**src/design/kfmc_pkg.sv**
```systemverilog
package kfmc_pkg;

    localparam int KEY_W = 16;
    localparam int VAL_W = 16;
    localparam int COORD_W = 11;
    localparam int CFG_IDX_W = 2;
    localparam int CFG_DATA_W = 11;

    typedef enum logic [2:0] {
        MODE_KEY_EVENT   = 3'd0,
        MODE_KEY_READ    = 3'd1,
        MODE_MOVE        = 3'd2,
        MODE_SET         = 3'd3,
        MODE_BUTTON_DOWN = 3'd4,
        MODE_BUTTON_UP   = 3'd5,
        MODE_DISCARD     = 3'd6,
        MODE_POLL        = 3'd7
    } mode_t;

    typedef enum logic [CFG_IDX_W-1:0] {
        CFG_SCREEN_MAX_X    = 2'd0,
        CFG_SCREEN_MAX_Y    = 2'd1,
        CFG_IGNORE_MOVEMENT = 2'd2
    } cfg_index_t;

    localparam logic [COORD_W-1:0] RST_SCREEN_MAX_X = 11'd319;
    localparam logic [COORD_W-1:0] RST_SCREEN_MAX_Y = 11'd199;
    localparam logic [COORD_W-1:0] RST_POS_X = 11'd250;
    localparam logic [COORD_W-1:0] RST_POS_Y = 11'd52;

    typedef struct packed {
        mode_t                    mode;
        logic [KEY_W-1:0]         key_code;
        logic                     key_released;
        logic signed [VAL_W-1:0]  value_x;
        logic signed [VAL_W-1:0]  value_y;
        logic                     button_left;
    } in_item_t;

    typedef struct packed {
        logic [KEY_W-1:0]   key_out;
        logic               key_accepted;
        logic               key_pending;
        logic [1:0]         button_mask;
        logic [COORD_W-1:0] pointer_x;
        logic [COORD_W-1:0] pointer_y;
        logic               activity;
        logic               anything_pending;
    } out_item_t;

    typedef struct packed {
        logic                    move;
        logic                    set;
        logic signed [VAL_W-1:0] value_x;
        logic signed [VAL_W-1:0] value_y;
    } ptr_cmd_t;

    function automatic logic [KEY_W-1:0] remap_key(input logic [KEY_W-1:0] code);
        logic [KEY_W-1:0] res;
        case (code)
            16'h3D37: res = 16'h4600;
            16'h3F39: res = 16'h5F00;
            16'h3E38: res = 16'h4C00;
            16'h2E35: res = 16'h4D00;
            16'h1E32: res = 16'h4D00;
            16'h2D34: res = 16'h4F00;
            16'h2F36: res = 16'h4E00;
            default:  res = code;
        endcase
        return res;
    endfunction

endpackage

```
**src/design/kfmc_key_ram.sv**
```systemverilog
module kfmc_key_ram #(
    parameter int DEPTH = 64,
    parameter int IDX_W = 6
) (
    input  logic                      clk,
    input  logic                      wr_en,
    input  logic [IDX_W-1:0]          wr_addr,
    input  logic [kfmc_pkg::KEY_W-1:0] wr_data,
    input  logic                      rd_en,
    input  logic [IDX_W-1:0]          rd_addr,
    output logic [kfmc_pkg::KEY_W-1:0] rd_data
);

    logic [kfmc_pkg::KEY_W-1:0] mem [DEPTH];
    logic [kfmc_pkg::KEY_W-1:0] rd_data_reg;

    always_ff @(posedge clk)
    begin
        if (wr_en)
        begin
            mem[wr_addr] <= wr_data;
        end
        if (rd_en)
        begin
            rd_data_reg <= mem[rd_addr];
        end
    end

    assign rd_data = rd_data_reg;

endmodule

```
**src/design/kfmc_pointer.sv**
```systemverilog
module kfmc_pointer (
    input  logic                          clk,
    input  logic                          rst_n,
    input  kfmc_pkg::ptr_cmd_t            cmd,
    input  logic [kfmc_pkg::COORD_W-1:0]  max_x,
    input  logic [kfmc_pkg::COORD_W-1:0]  max_y,
    output logic [kfmc_pkg::COORD_W-1:0]  pos_x,
    output logic [kfmc_pkg::COORD_W-1:0]  pos_y
);

    localparam int SUM_W = kfmc_pkg::VAL_W + 2;

    logic [kfmc_pkg::COORD_W-1:0] pos_x_reg, pos_x_next;
    logic [kfmc_pkg::COORD_W-1:0] pos_y_reg, pos_y_next;
    logic signed [SUM_W-1:0]      tgt_x, tgt_y;

    function automatic logic [kfmc_pkg::COORD_W-1:0] clamp(
        input logic signed [SUM_W-1:0]       v,
        input logic [kfmc_pkg::COORD_W-1:0]  max
    );
        logic [kfmc_pkg::COORD_W-1:0] res;
        if (v < 0)
        begin
            res = '0;
        end
        else if (v > $signed({{(SUM_W-kfmc_pkg::COORD_W){1'b0}}, max}))
        begin
            res = max;
        end
        else
        begin
            res = v[kfmc_pkg::COORD_W-1:0];
        end
        return res;
    endfunction

    always_comb
    begin
        if (cmd.set)
        begin
            tgt_x = SUM_W'(cmd.value_x);
            tgt_y = SUM_W'(cmd.value_y);
        end
        else
        begin
            tgt_x = $signed({{(SUM_W-kfmc_pkg::COORD_W){1'b0}}, pos_x_reg}) + SUM_W'(cmd.value_x);
            tgt_y = $signed({{(SUM_W-kfmc_pkg::COORD_W){1'b0}}, pos_y_reg}) + SUM_W'(cmd.value_y);
        end
        pos_x_next = pos_x_reg;
        pos_y_next = pos_y_reg;
        if (cmd.move || cmd.set)
        begin
            pos_x_next = clamp(tgt_x, max_x);
            pos_y_next = clamp(tgt_y, max_y);
        end
    end

    always_ff @(posedge clk or negedge rst_n)
    begin
        if (!rst_n)
        begin
            pos_x_reg <= kfmc_pkg::RST_POS_X;
            pos_y_reg <= kfmc_pkg::RST_POS_Y;
        end
        else
        begin
            pos_x_reg <= pos_x_next;
            pos_y_reg <= pos_y_next;
        end
    end

    assign pos_x = pos_x_reg;
    assign pos_y = pos_y_reg;

endmodule

```
**src/design/key_fifo_mouse_input_controller_top.sv**
```systemverilog
// Input event controller: keyboard FIFO, pointer position and mouse buttons.
// in channel (in_valid/in_stall/in_data) carries one event beat selected by
// in_data.mode; out channel (out_valid/out_stall/out_data) returns exactly one
// result beat per event, in order.
// The result of an event is registered and is valid in the cycle after its
// input beat is taken. One event is taken per cycle while in_stall is low;
// key codes live in a synchronous RAM whose registered output feeds key reads.
// The FIFO holds KEY_DEPTH-1 codes; a press into a full FIFO is dropped.
// The cfg port (cfg_we/cfg_index/cfg_data) sets screen maxima and the
// ignore-movement flag; write it only while no event is in flight.
// Reset: pointer at (250, 52), FIFO empty, buttons released, activity clear,
// screen maxima 319 and 199. The key RAM is not cleared and needs no sweep.
// While out_stall holds back a result, in_stall is raised and the result
// beat stays unchanged.
module key_fifo_mouse_input_controller_top #(
    parameter int KEY_DEPTH = 64
) (
    input  logic                            clk,
    input  logic                            rst_n,
    input  logic                            in_valid,
    output logic                            in_stall,
    input  kfmc_pkg::in_item_t              in_data,
    output logic                            out_valid,
    input  logic                            out_stall,
    output kfmc_pkg::out_item_t             out_data,
    input  logic                            cfg_we,
    input  logic [kfmc_pkg::CFG_IDX_W-1:0]  cfg_index,
    input  logic [kfmc_pkg::CFG_DATA_W-1:0] cfg_data
);

    localparam int IDX_W = (KEY_DEPTH > 1) ? $clog2(KEY_DEPTH) : 1;
    localparam logic [IDX_W-1:0] LAST_IDX = IDX_W'(KEY_DEPTH - 1);

    logic [kfmc_pkg::COORD_W-1:0] max_x_reg, max_y_reg;
    logic                         ignore_reg;

    logic [IDX_W-1:0] wr_idx_reg, wr_idx_next, wr_inc;
    logic [IDX_W-1:0] rd_idx_reg, rd_idx_next, rd_inc;
    logic             left_reg, left_next;
    logic             right_reg, right_next;
    logic             act_reg, act_next, act_step;

    logic                         out_valid_reg;
    logic [kfmc_pkg::KEY_W-1:0]   key_out_reg, key_out_next;
    logic                         from_ram_reg;
    logic                         accepted_reg, accepted_next;
    logic                         act_out_reg;

    logic                         accept;
    logic                         push;
    logic                         pop;
    logic [kfmc_pkg::KEY_W-1:0]   key_mapped;
    logic [kfmc_pkg::KEY_W-1:0]   ram_rd_data;
    logic                         pending;
    kfmc_pkg::ptr_cmd_t           ptr_cmd;
    logic [kfmc_pkg::COORD_W-1:0] pos_x, pos_y;

    assign in_stall = out_valid_reg && out_stall;
    assign accept   = in_valid && !in_stall;

    assign wr_inc = (wr_idx_reg == LAST_IDX) ? '0 : wr_idx_reg + 1'b1;
    assign rd_inc = (rd_idx_reg == LAST_IDX) ? '0 : rd_idx_reg + 1'b1;
    assign key_mapped = kfmc_pkg::remap_key(in_data.key_code);

    assign push = accept && (in_data.mode == kfmc_pkg::MODE_KEY_EVENT)
               && !in_data.key_released && (wr_inc != rd_idx_reg);
    assign pop  = accept && (in_data.mode == kfmc_pkg::MODE_KEY_READ)
               && (rd_idx_reg != wr_idx_reg);

    always_comb
    begin
        wr_idx_next   = wr_idx_reg;
        rd_idx_next   = rd_idx_reg;
        left_next     = left_reg;
        right_next    = right_reg;
        act_step      = act_reg;
        key_out_next  = '0;
        accepted_next = 1'b0;
        if (push)
        begin
            wr_idx_next   = wr_inc;
            accepted_next = 1'b1;
        end
        if (pop)
        begin
            rd_idx_next = rd_inc;
        end
        case (in_data.mode)
            kfmc_pkg::MODE_KEY_EVENT:
            begin
                if (!in_data.key_released)
                begin
                    act_step     = 1'b1;
                    key_out_next = key_mapped;
                end
            end
            kfmc_pkg::MODE_BUTTON_DOWN:
            begin
                act_step = 1'b1;
                if (in_data.button_left)
                begin
                    left_next = 1'b1;
                end
                else
                begin
                    right_next = 1'b1;
                end
            end
            kfmc_pkg::MODE_BUTTON_UP:
            begin
                if (in_data.button_left)
                begin
                    left_next = 1'b0;
                end
                else
                begin
                    right_next = 1'b0;
                end
            end
            kfmc_pkg::MODE_DISCARD:
            begin
                wr_idx_next = '0;
                rd_idx_next = '0;
                left_next   = 1'b0;
                right_next  = 1'b0;
                act_step    = 1'b0;
            end
            default:
            begin
            end
        endcase
        act_next = (in_data.mode == kfmc_pkg::MODE_POLL) ? 1'b0 : act_step;
    end

    always_comb
    begin
        ptr_cmd.move    = accept && (in_data.mode == kfmc_pkg::MODE_MOVE) && !ignore_reg;
        ptr_cmd.set     = accept && (in_data.mode == kfmc_pkg::MODE_SET);
        ptr_cmd.value_x = in_data.value_x;
        ptr_cmd.value_y = in_data.value_y;
    end

    always_ff @(posedge clk or negedge rst_n)
    begin
        if (!rst_n)
        begin
            max_x_reg  <= kfmc_pkg::RST_SCREEN_MAX_X;
            max_y_reg  <= kfmc_pkg::RST_SCREEN_MAX_Y;
            ignore_reg <= 1'b0;
        end
        else if (cfg_we)
        begin
            case (cfg_index)
                kfmc_pkg::CFG_SCREEN_MAX_X:    max_x_reg  <= cfg_data;
                kfmc_pkg::CFG_SCREEN_MAX_Y:    max_y_reg  <= cfg_data;
                kfmc_pkg::CFG_IGNORE_MOVEMENT: ignore_reg <= cfg_data[0];
                default:
                begin
                end
            endcase
        end
    end

    always_ff @(posedge clk or negedge rst_n)
    begin
        if (!rst_n)
        begin
            wr_idx_reg    <= '0;
            rd_idx_reg    <= '0;
            left_reg      <= 1'b0;
            right_reg     <= 1'b0;
            act_reg       <= 1'b0;
            out_valid_reg <= 1'b0;
        end
        else
        begin
            if (accept)
            begin
                wr_idx_reg <= wr_idx_next;
                rd_idx_reg <= rd_idx_next;
                left_reg   <= left_next;
                right_reg  <= right_next;
                act_reg    <= act_next;
            end
            if (accept)
            begin
                out_valid_reg <= 1'b1;
            end
            else if (!out_stall)
            begin
                out_valid_reg <= 1'b0;
            end
        end
    end

    always_ff @(posedge clk)
    begin
        if (accept)
        begin
            key_out_reg  <= key_out_next;
            from_ram_reg <= pop;
            accepted_reg <= accepted_next;
            act_out_reg  <= act_step;
        end
    end

    kfmc_key_ram #(
        .DEPTH (KEY_DEPTH),
        .IDX_W (IDX_W)
    ) u_key_ram (
        .clk     (clk),
        .wr_en   (push),
        .wr_addr (wr_idx_reg),
        .wr_data (key_mapped),
        .rd_en   (pop),
        .rd_addr (rd_idx_reg),
        .rd_data (ram_rd_data)
    );

    kfmc_pointer u_pointer (
        .clk   (clk),
        .rst_n (rst_n),
        .cmd   (ptr_cmd),
        .max_x (max_x_reg),
        .max_y (max_y_reg),
        .pos_x (pos_x),
        .pos_y (pos_y)
    );

    assign pending = (rd_idx_reg != wr_idx_reg);

    always_comb
    begin
        out_data.key_out          = from_ram_reg ? ram_rd_data : key_out_reg;
        out_data.key_accepted     = accepted_reg;
        out_data.key_pending      = pending;
        out_data.button_mask      = {right_reg, left_reg};
        out_data.pointer_x        = pos_x;
        out_data.pointer_y        = pos_y;
        out_data.activity         = act_out_reg;
        out_data.anything_pending = act_reg || pending || left_reg || right_reg;
    end

    assign out_valid = out_valid_reg;

endmodule

```
**config.mk**
```make
export PLATFORM = sky130hd
export DESIGN_NAME = key_fifo_mouse_input_controller_top
export DESIGN_NICKNAME = d
export VERILOG_FILES = /design/src/design/kfmc_pkg.sv /design/src/design/kfmc_key_ram.sv /design/src/design/kfmc_pointer.sv /design/src/design/key_fifo_mouse_input_controller_top.sv
export SDC_FILE = /design/constraint.sdc
export NUM_CORES = 1
export LEC_CHECK = 0
export BUFFER_PORTS_ARGS = -buffer_cell sky130_fd_sc_hd__buf_2
export CAP_MARGIN = 10
export CORE_ASPECT_RATIO = 1.4
export CORE_MARGIN = 5
export CORE_UTILIZATION = 35
export DETAILED_ROUTE_END_ITERATION = 7
export HOLD_SLACK_MARGIN = 0.02
export PLACE_DENSITY = 0.56
export SYNTH_ARGS = -nofsm -noshare
export SYNTH_HDL_FRONTEND = slang
export SYNTH_SLANG_ARGS = --single-unit
```
**constraint.sdc**
```tcl
create_clock -name clk -period 10.24 [get_ports clk]
set_input_delay 1.536 -clock clk [delete_from_list [all_inputs] [get_ports clk]]
set_output_delay 1.536 -clock clk [all_outputs]
set_load 0.02 [all_outputs]
```
# ---- Word-level counts from Yosys, hierarchy flattened
# Memory sizes are Yosys's and may differ from the RTL's. A register that Yosys moved wholly into a read port is not among the register bits.
# Index checks and enable logic that the tools add are counted.
dict set report word_totals {
  reg_bits 80
  mem_bits_rw 1024
  out_inout_bits 46
  word_cells 108
  memories 1
}
dict set report op_classes {
  addsub 4
  n_lt_le_gt_ge 4
  eq_ne 25
  muxes 27
  n_bitwise 1
  reduce_logical 31
}
# name depth width rd rd_clocked_by_memory_dff wr line
set mem_list {}
lappend mem_list {u_key_ram.mem 64 16 1 1 1 kfmc_key_ram.sv:14} ;# logic [kfmc_pkg::KEY_W-1:0] mem [DEPTH];
# operator n
set ops {}
lappend ops {{equality test 16 x 14 -> 1 bit, second input constant} 6}
lappend ops {{one-hot mux 16 bit (6 select lines)} 1}
lappend ops {{2-to-1 mux 11 bit} 4}
lappend ops {{> comparator 18 x 12 -> 1 bit} 2}
lappend ops {{< comparator 18 x 1 -> 1 bit, second input constant} 2}
lappend ops {{2-to-1 mux 18 bit} 2}
lappend ops {{2-to-1 mux 6 bit} 6}
lappend ops {{adder 12 x 16 -> 17 bit} 2}
lappend ops {{equality test 16 x 13 -> 1 bit, second input constant} 1}
lappend ops {{2-to-1 mux 16 bit} 1}
lappend ops {{adder 6 x 1 -> 6 bit, second input constant} 2}
lappend ops {{equality test 3 bit, second input constant} 4}
lappend ops {{equality test 6 bit, second input constant} 2}
lappend ops {{!= test 6 bit} 2}
lappend ops {{logical AND 1 bit} 10}
lappend ops {{2-to-1 mux 1 bit} 10}
lappend ops {{AND reduction 2 bit} 5}
lappend ops {{one-hot mux 1 bit (3 select lines)} 3}
lappend ops {{!= test 2 bit, second input constant} 4}
lappend ops {{AND reduction 4 bit} 2}
lappend ops {{equality test 3 x 2 -> 1 bit, second input constant} 2}
lappend ops {{logical OR 1 bit} 4}
lappend ops {{nonzero test 2 bit} 2}
lappend ops {{OR reduction 2 bit} 2}
lappend ops {{other kinds (9)} 11}

# ---- Logic depth before layout (Yosys ltp)
dict set report depth {
  word_depth 8
  depth_mapped 21
}

# ---- Hierarchy
# From an unflattened synthesis, not the netlist that was laid out.
dict set report unflattened {
  hier_cells 2555
  area_unflattened_um2 46753.6
}
# module instances cells_each area_each_um2
set modules_own_cells {}
lappend modules_own_cells {kfmc_key_ram 1 1829 40202.3}
lappend modules_own_cells {key_fifo_mouse_input_controller_top 1 310 3345.7}
lappend modules_own_cells {kfmc_pointer 1 416 3205.6}

# ---- Worst setup path after synthesis
# No wires, ideal clock.
dict set report synth_path {
  kind {input to register}
  startpoint {input port in_data[17] in the netlist's numbering}
  endpoint {register u_pointer.pos_x_reg (netlist bit u_pointer.pos_x[2])}
  arrival_time_ps 4982
  required_ps 10108
  slack_ps 5127
  cell_stages 21
  path_cell_list {ha_1 inv_1 fa_1 nor2b_1 o31a_1 o21ai_0 a21oi_1 o21a_1 o21a_1 o31ai_1 ha_1 a211oi_1 nor2_1 a211o_1 a22oi_1 o2111ai_1 and4b_1 buf_2 buf_6 mux2i_1 o21ai_1}
}
dict set report synth_between {
  elab_chain_cells 5
  word_cells_on_any_way 6
  classes_between {1 x add/sub; 2 x order compare; 3 x mux}
}
# element line
set synth_rtl {}
lappend synth_rtl {{start: declaration} key_fifo_mouse_input_controller_top.sv:22} ;# input kfmc_pkg::in_item_t in_data,
lappend synth_rtl {{adder 12 x 16 -> 17 bit} kfmc_pointer.sv:46} ;# tgt_x = $signed({{(SUM_W-kfmc_pkg::COORD_W){1'b0}}, pos_x_reg}) + SUM_W'(cmd.value_x);
lappend synth_rtl {{2-to-1 mux 18 bit (*)} kfmc_pointer.sv:39} ;# if (cmd.set)
lappend synth_rtl {{> comparator 18 x 12 -> 1 bit} kfmc_pointer.sv:26} ;# else if (v > $signed({{(SUM_W-kfmc_pkg::COORD_W){1'b0}}, max}))
lappend synth_rtl {{2-to-1 mux 11 bit} kfmc_pointer.sv:26}
lappend synth_rtl {{2-to-1 mux 11 bit (*)} kfmc_pointer.sv:22} ;# if (v < 0)
lappend synth_rtl {{end signal: assignment} kfmc_pointer.sv:62} ;# pos_x_reg <= kfmc_pkg::RST_POS_X;
lappend synth_rtl {{end signal: assignment} kfmc_pointer.sv:67} ;# pos_x_reg <= pos_x_next;
lappend synth_rtl {{end: declaration} kfmc_pointer.sv:13} ;# logic [kfmc_pkg::COORD_W-1:0] pos_x_reg, pos_x_next;
# Every way passes the cells marked *; elsewhere a longest branch is shown, timed or not.
# A chain may end at the register's enable or synchronous reset.

# ---- Worst setup path in the final report
dict set report layout_path {
  startpoint {input port in_data[17] in the netlist's numbering}
  endpoint {register u_pointer.pos_x_reg (netlist bit u_pointer.pos_x[0])}
}
# Same word-level chain as after synthesis.

==> out/summary.md <==
## CTS
* number of setup buffers added after CTS: 0
* CTS clk-pin slew, worst paths: 70 ps
* total number of H-tree levels: 3
* post-cts hold buffer count: 0
* Gates resized, CTS repair: 0
* TritonCTS Sinks: 1120
* source-to-sink clock delay at the later pin of the worst-skew pair: 690 ps
* clock tree root driver cell: clkbuf_16
* TritonCTS clock tree: yes
* cts bufs inserted: 101
* CTS Buffer Depth: 3

## Worst setup path
* worst endpoint required time: 10800 ps
* list of cells traversed by the critical path: buf_2, ha_1, inv_1, fa_1, nor2b_1, o31a_1, o21ai_0, a21oi_1, o21a_1, o21a_1, o31ai_1, ha_1, a211oi_1, nor2_1, a211o_1, a22oi_1, o2111ai_1, and4b_1, nor3b_1, a221o_1
* RR Startpoint: u_pointer.pos_x[0]
* CP Capture Type: flop
* register-to-register path setup slack: 5270 ps
* worst setup path class: primary input to flop
* Critical Path Source Type: primary input
* critical path's slowest cell: and4b_1
* crit path max fanout: 12
* critical path launch point: in_data[17]
* Arrival @ worst endpoint: 6090 ps
* slowest stage delay, CP: 790 ps

## Timing
* Highest Clock Rate: 180.9 MHz
* final max-slew violation count: 0
* Final setup violation count: 0
* Tmin final: 5528 ps
* part of the cycle the worst path needs: 53.99%
* headroom to the max-slew limit: 30.74%
* TNS Setup: 0 ps
* worst clock skew: 24.09 ps
* total count of hold-check failures in the final report: 0
* Tightest Pin Transition: 1039 ps
* unrepaired setup endpoints after global routing: no

## Routing
* overall routed net length: 115100 µm
* via count: 23662
* number of routed nets with antenna violations: 0
* initial detailed-routing violation count: 1797
* mean number of vias per cell: 5.271
* Pre-Repair DR Iteration Count: 8
* average wire length per cell after detail routing: 25.64 µm
* number of remaining DRC errors: 0

## Floorplan
* effective utilization at floorplan: 35.18%
* die area: 138900 µm²
* horizontal die dimension: 316.5 µm
* vertical die dimension: 439.1 µm
* row count: 157
* Core Area: 130800 µm²
* I/O pins: 117

## Finish
* Final Non-Filler Cells: 4489
* multi-input gate area in the final layout: 11920 µm²
* antenna diode count: 0
* total of fill cells in the finished design: 11768
* Register Area: 33370 µm²
* fraction of final layout cells sized beyond drive strength 1: 26.13%
* fin util: 39.93%
* number of nets in the final layout: 2777
* Area growth, synth to finish: 13.50%
* flip-flop count of the largest register after layout: 1024

## Logic synthesis
* Yosys Warn Count: 0
* async set-reset flop share out of synthesis: 5.446%
* EDFF count, synth: 1059
* top cells by area in the synthesized netlist: edfxtp_1 (69%), mux4_2 (12%), mux2i_1 (2.7%)
* Synth area leader: edfxtp_1
* distinct cell type count after synthesis: 71
* most common flop cell mapped by yosys: edfxtp_1
* Post-Syn Instances: 2473
* Avg Inst Size Synth: 18.61 µm²
* Post-Synthesis Net Count: 2592
* Synth top area share: 69.10%
* number of flip-flops and latches in the synthesized netlist: 1120
* fraction of the yosys area taken by sequential cells: 72.47%
* Syn Std Cell Area: 46020 µm²

## Power and ir drop
* pwr dens: 213.3 nW/µm²
* power consumption: 11.14 mW
* switching portion of total power: 26.67%
* peak supply drop: 0.1722 mV
* static leakage: 16.75 nW
* Internal Pwr Total: 8.171 mW
* logic gate share of total power: 20.0%
* part of the power in the clock network: 33.3%
* proportion of power drawn by flip-flops and latches: 46.7%
* NetSw: 2.971 mW

## Place
* RD Place Congestion: 0.8437
* HPWL reported at the end of detailed placement: 70160 µm
* input/output buffers: 116
* # placed instances: 4301

## Min path
* HP Start: u_pointer.pos_x[3]
* classification of the worst-slack hold path: flop to flop

## Outcome
* run status: complete, no violations

## Global routing
* total global routing overflow: 0
* via count of the first global-routing pass: 24234
* first-pass GRT wire length: 167700 µm
* pin count of the biggest net entering global routing: 124
* antenna violations before repair: 0
* total routing usage reported by global routing: 16.34%

## Flow run
* total of max-cap violations: 0

worst paths after layout:
path | to | depth (start not counted)
max | u_pointer.pos_x[0] | 20
min | u_pointer.pos_x[3] | 2
max reg2reg | u_pointer.pos_x[0] | 19
min reg2reg | u_pointer.pos_x[3] | 2
max in group asynchronous | rd_idx_reg[1] | 2
min in group asynchronous | max_x_reg[10] | 2
cell type report:
class,count,area share [%]
Clock inverter,50,0.8647
Sequential cell,1120,63.87
Clock buffer,135,5.282
Timing Repair Buffer,215,2.661
Multi-Input combinational cell,1177,22.82
Inverter,43,0.3090
Tap cell,1749,4.189
Yosys cell counts, drive strengths merged (3+ instances only):
cell       n
and3      11
or2        3
buf       65
o21bai     3
mux2i    123
nand2    110
o21ai    101
mux2      63
o31a       6
and2      20
clkbuf    68
dfstp     21
o22ai     32
dfrtp     40
o221ai    33
mux4     240
a21o      13
nor4       7
xnor2      8
ha        46
a211oi    12
o31ai      4
nand4      7
nor2b      6
inv       43
a21oi    105
nand2b     5
edfxtp  1059
nand3b     8
and4       3
nor2     108
o21a      11
or3        6
nand4b     4
nor3      13
xor2      17
nand3     18
power by group through the flow:
stage          sequential (mW)  combinational, mW  clock, mW
2_1_floorplan             5.23               1.63          0
3_3_place_gp              5.30               2.24          0
3_5_place_dp              5.31               2.27          0
4_1_cts                   5.21               2.28       3.81
5_1_grt                   5.21               2.40       3.98
6_report                  5.21               2.23       3.70
cell usage in the layout, fill, tap and decap left out, drive strengths merged, types with 5 or more instances in the layout:
master and count:
o31a 6, dfstp 21, nand2 110, a211oi 12, xnor2 8, o221ai 33
nand3b 8, or3 6, mux2 63, a21oi 105, nor2b 6, buf 215
clkbuf 135, dfrtp 40, edfxtp 1059, ha 46, nand4 7, clkinv 39
o21a 11, nand3 18, and3 11, mux4 240, nor4 7, nand2b 5
nor2 108, a21o 13, xor2 17, nor3 13, inv 45, mux2i 123
bufinv 7, and2 20, o21ai 101, o22ai 32
metrics by stage:
| step | cell area (µm²) | worst slack, ps | hold slack [ps] |
|---|---|---|---|
| after CTS | 52190 | 4774 | 483.2 |
| after detailed placement | 48970 | 4038 | 473.3 |
| after floorplan | 46020 | 5127 | 479.3 |
| final | 52240 | 4712 | 480.9 |
| after global placement | 48970 | 4088 | 473.0 |
| after global routing | 52240 | 4494 | 497.0 |
critical path, delay by kind of cell:
kind            cells  cell delay (ps)
fa+ha+maj           3              750
buf+inv             2              190
compound gates     11             2540
simple gates        4             1070
logic make-up (layout without fill, tap and decap cells):
family	count (synthesis)	after routing	synth area share, %
AO/OA/AOI/OAI	342	342	4.614
XOR/XNOR	25	25	0.4758
adder cells (fa/ha/maj)	48	48	1.338
buffers and inverters	176	443	1.702
flip-flops	1120	1120	72.47
multiplexers	426	426	15.96
AND/OR/NAND/NOR	336	336	3.437
per-layer routing:
metal / up-vias / global-route usage [%] / wire [µm]
met5: - / 0 / 0
met4: 0 / 5.686 / 3808
met3: 155 / 2.279 / 5154
met2: 639 / 28.95 / 60270
met1: 12479 / 20.55 / 45880
li1: 10389 / - / -
(Power assumes the default switching activity.)
